### src/ihf_pkg.sv
// Shared constants and types for the isotonic histogram fit unit.
package ihf_pkg;
    localparam int MAX_BINS = 256;
    localparam int IDX_W    = $clog2(MAX_BINS);
    localparam int CNT_W    = IDX_W + 1;
    localparam int RAW_W    = 16;
    localparam int FIT_W    = 32;
    localparam int SUM_W    = 40;
    localparam int FRAC_W   = 16;

    localparam logic REQ_LOAD = 1'b0;
    localparam logic REQ_READ = 1'b1;

    typedef struct packed {
        logic              req_type;
        logic [IDX_W-1:0]  bin_index;
        logic [RAW_W-1:0]  bin_value;
        logic              last_bin;
    } t_req;

    typedef struct packed {
        logic [FIT_W-1:0]  fitted_value;
        logic              index_valid;
    } t_rsp;

    typedef struct packed {
        logic              start;
        logic [SUM_W-1:0]  dividend;
        logic [CNT_W-1:0]  divisor;
    } t_div_cmd;

    typedef struct packed {
        logic              done;
        logic [FIT_W-1:0]  quotient;
    } t_div_rsp;
endpackage

### src/ihf_div.sv
// Restoring divider: pool sum over pool length, one quotient bit per cycle.
module ihf_div import ihf_pkg::*; (
    input  logic     i_clk,
    input  logic     i_rst_n,
    input  t_div_cmd i_cmd,
    output t_div_rsp o_rsp
);
    localparam int STEP_W = $clog2(SUM_W + 1);

    logic [SUM_W-1:0]  r_quo;
    logic [CNT_W-1:0]  r_rem;
    logic [CNT_W-1:0]  r_den;
    logic [STEP_W-1:0] r_step;
    logic              r_busy;
    logic              r_done;
    logic [CNT_W:0]    w_trial;

    assign w_trial = {r_rem, r_quo[SUM_W-1]} - {1'b0, r_den};

    always_ff @(posedge i_clk) begin
        if (!i_rst_n) begin
            r_busy <= 1'b0;
            r_done <= 1'b0;
            r_step <= '0;
        end else begin
            r_done <= 1'b0;
            if (i_cmd.start) begin
                r_busy <= 1'b1;
                r_quo  <= i_cmd.dividend;
                r_den  <= i_cmd.divisor;
                r_rem  <= '0;
                r_step <= STEP_W'(SUM_W - 1);
            end else if (r_busy) begin
                if (!w_trial[CNT_W]) begin
                    r_rem <= w_trial[CNT_W-1:0];
                    r_quo <= {r_quo[SUM_W-2:0], 1'b1};
                end else begin
                    r_rem <= {r_rem[CNT_W-2:0], r_quo[SUM_W-1]};
                    r_quo <= {r_quo[SUM_W-2:0], 1'b0};
                end
                if (r_step == '0) begin
                    r_busy <= 1'b0;
                    r_done <= 1'b1;
                end else begin
                    r_step <= r_step - 1'b1;
                end
            end
        end
    end

    assign o_rsp.done     = r_done;
    assign o_rsp.quotient = r_quo[FIT_W-1:0];

    a_den_nonzero: assert property (@(posedge i_clk) disable iff (!i_rst_n)
        r_busy |-> (r_den != '0))
        else $error("divide by zero pool length");
endmodule

### config.mk
export PLATFORM = sky130hd
export DESIGN_NAME = ihf_div
export DESIGN_NICKNAME = d
export VERILOG_FILES = /design/src/ihf_pkg.sv /design/src/ihf_div.sv
export SDC_FILE = /design/constraint.sdc
export NUM_CORES = 1
export LEC_CHECK = 0
export BUFFER_PORTS_ARGS = -buffer_cell sky130_fd_sc_hd__buf_2
export CAP_MARGIN = 20
export CORE_UTILIZATION = 45
export DETAILED_ROUTE_END_ITERATION = 8
export PLACE_DENSITY = 0.69
export SKIP_LAST_GASP = 1
export SLEW_MARGIN = 10
export SYNTH_ARGS = -nofsm -noshare
export SYNTH_HDL_FRONTEND = slang
export SYNTH_SLANG_ARGS = --single-unit
### constraint.sdc
create_clock -name i_clk -period 6.63 [get_ports i_clk]
set_clock_uncertainty 0.2 [all_clocks]
set_input_delay 0.3315 -clock i_clk [delete_from_list [all_inputs] [get_ports i_clk]]
set_output_delay 0.3315 -clock i_clk [all_outputs]
set_load 0.1 [all_outputs]
==> reports/metrics.yaml <==
power.switching_uw: 352
grt_pass1_vias: 2103
cp.required_ps: 6490
drv_cap: 0
wirelength_mm: 6.02
start_util: 0.467
die_area_mm2: 0.00793
muxShareOfSynthArea: 0.149
ys_types: 40
dpl-instance-area_mm2: 0.00369
synth_top_family_by_area: "multiplexers"
clk_latency_ps: 340
combPwrFrac: 0.228
finalCriticalPeriod_ps: 2860
vias_per_cell: 4.99
firstDrtPassIters: 4
p_per_area_mw_per_mm2: 294
avgSynthCellArea_um2: 13.2
coreArea_mm2: 0.00729
synth-compound-area-share: 0.0723
fin_ws_ps: 3770
grt_overflow: 0
period_share: 0.431
layout.nets: 388
synth_ff_type: "edfxtp_1"
cts_setup_buffers: 0
numCtsBuffers: 9
synthToLayoutAreaGrowth_pct: 17.9
drive_gt1_frac: 0.439
diodes: 0
synth_xor_area_frac: 0.0206
cts_max_path_buffers: 2
status: "completed"
arrival_ps: 2720
rows: 31
mappedNetlistNets: 322
synth_simple_gate_area_frac: 0.0569
end_kind: "register"
hold_viol_final: 0
cts_root_buffer: "clkbuf_8"
syn-cell-area_mm2: 0.00341
finalSetupViolations: 0
htreeDepth: 3
routedWlPerCell_um: 14.0
swShare: 0.297
final_cell_mix: "buf_2 (84), edfxtp_1 (58), mux2_2 (39)"
seqPwrFrac: 0.427
p_int_uw: 831
synth-edff-count: 58
ys_seq_elements: 66
fin_tns_setup_ps: 0
clk_pin_slew_worst_paths_ps: 80
vias: 2139
die_x_um: 89.0
grt_pass1_wl_mm: 9.74
cp_max_fo: 13
synth_fa_ha_area_frac: 0.0426
worstSetupStartpointType: "register"
ant_nets: 0
clock-sinks: 66
clock_power_share: 0.344
grt_max_degree: 58
path_class: "reg -> reg"
yosys_warnings: 0
relSlewSlack: 0.480
maxSlewViolCount: 0
yosysSeqAreaShare: 0.558
ios: 85
peakVddDrop_v: 0.000132
place.gp.congestion: 0.836
synthCells: 259
place_ws_ps: 3790
cts_tree: "yes"
synth_async_sr_flop_share: 0
drtIter0Drc: 65
hp-class: "in -> reg"
io_buffers: 84
grtUsageTotal: 0.168
leakagePower_nw: 1.66
die_y_um: 89.0
final_common_cell: "buf_2"
dpl.hpwl_mm: 4.08
antenna_found_initial: 0
postCtsHoldBufs: 9
max_freq_ghz: 0.350
worst_pin_slew_ps: 781
stdcell_area_mm2: 0.00402
cts_resized: 0
rsz0062_at_grt: "false"
drcViolationCount: 0
==> power groups by stage <==
stage / combinational (mW) / sequential (mW) / clock, mW
global route: 0.290 / 0.509 / 0.432
global placement: 0.263 / 0.514 / 0
floorplan: 0.238 / 0.510 / 0
finish: 0.270 / 0.505 / 0.408
detailed placement: 0.267 / 0.515 / 0
CTS: 0.272 / 0.506 / 0.420
==> kinds of logic after synthesis <==
family | after synthesis
multiplexers | 46
AND/OR/NAND/NOR | 38
flip-flops | 66
XOR/XNOR | 8
buffers and inverters | 56
adder cells (fa/ha/maj) | 11
AO/OA/AOI/OAI | 34
==> final timing paths <==
path | end | startpoint | cells after the start | slack [ps]
worst min-delay path | r_quo[23] | i_cmd[32] | 2 | 90
worst max-delay path | r_rem[4] | r_rem[5] | 7 | 3770
worst min register to register | r_step[4] | r_step[4] | 2 | 310
worst max register to register | r_rem[4] | r_rem[5] | 7 | 3770
==> through the flow <==
step | util | power [mW] | cells | hold slack [ps]
floorplan | - | 0.748 | 259 | 230
global placement | 0.506 | 0.777 | 404 | 281
detailed placement | 0.506 | 0.781 | 404 | 300
CTS | 0.551 | 1.20 | 429 | 69.1
global route | 0.551 | 1.23 | 429 | 77.6
finish | 0.551 | 1.18 | 429 | 85.2
==> per-layer routing <==
layer	GRT usage	routed length, um	up-vias
met5	0	0	-
met4	0.0880	154	0
met3	0.0443	243	14
met2	0.285	2970	55
met1	0.197	2650	1025
li1	-	-	1045
==> cells in the mapped netlist, types with 4 or more instances <==
cell type	n	area share
buf_4	33	0.073
o21a_1	9	0.020
inv_1	16	0.018
mux2_2	39	0.13
ha_1	10	0.037
xnor2_1	6	0.015
nand2_1	4	0.0044
mux2i_1	7	0.021
a21oi_1	6	0.0088
edfxtp_1	58	0.51
dfxtp_1	8	0.047
nor2_1	15	0.017
clkbuf_1	5	0.0055
o21ai_0	4	0.0059
==> flip-flops by register name, indices dropped and copies added, names as in the netlist <==
| register | cells |
|---|---|
| r_done | 1 |
| r_step | 6 |
| r_den | 9 |
| r_busy | 1 |
| r_quo | 40 |
| r_rem | 9 |
==> area by class of cell <==
class,instances,area (um2)
multi-input cells,137,1170
flip-flops and latches,66,1900
well taps,99,124
fillers,685,3270
inverters,16,60.1
clock inverters,7,118
clock buffers,9,124
repair buffers,95,526
==> worst max-delay path, cell delays in order, from the launching register on <==
cell	delay, ps
edfxtp_1	400
ha_1	360
a21o_1	210
a221oi_1	300
o221ai_1	170
a21oi_2	610
mux2i_1	270
nor2_1	60
Power figures use the tool's default switching activity.
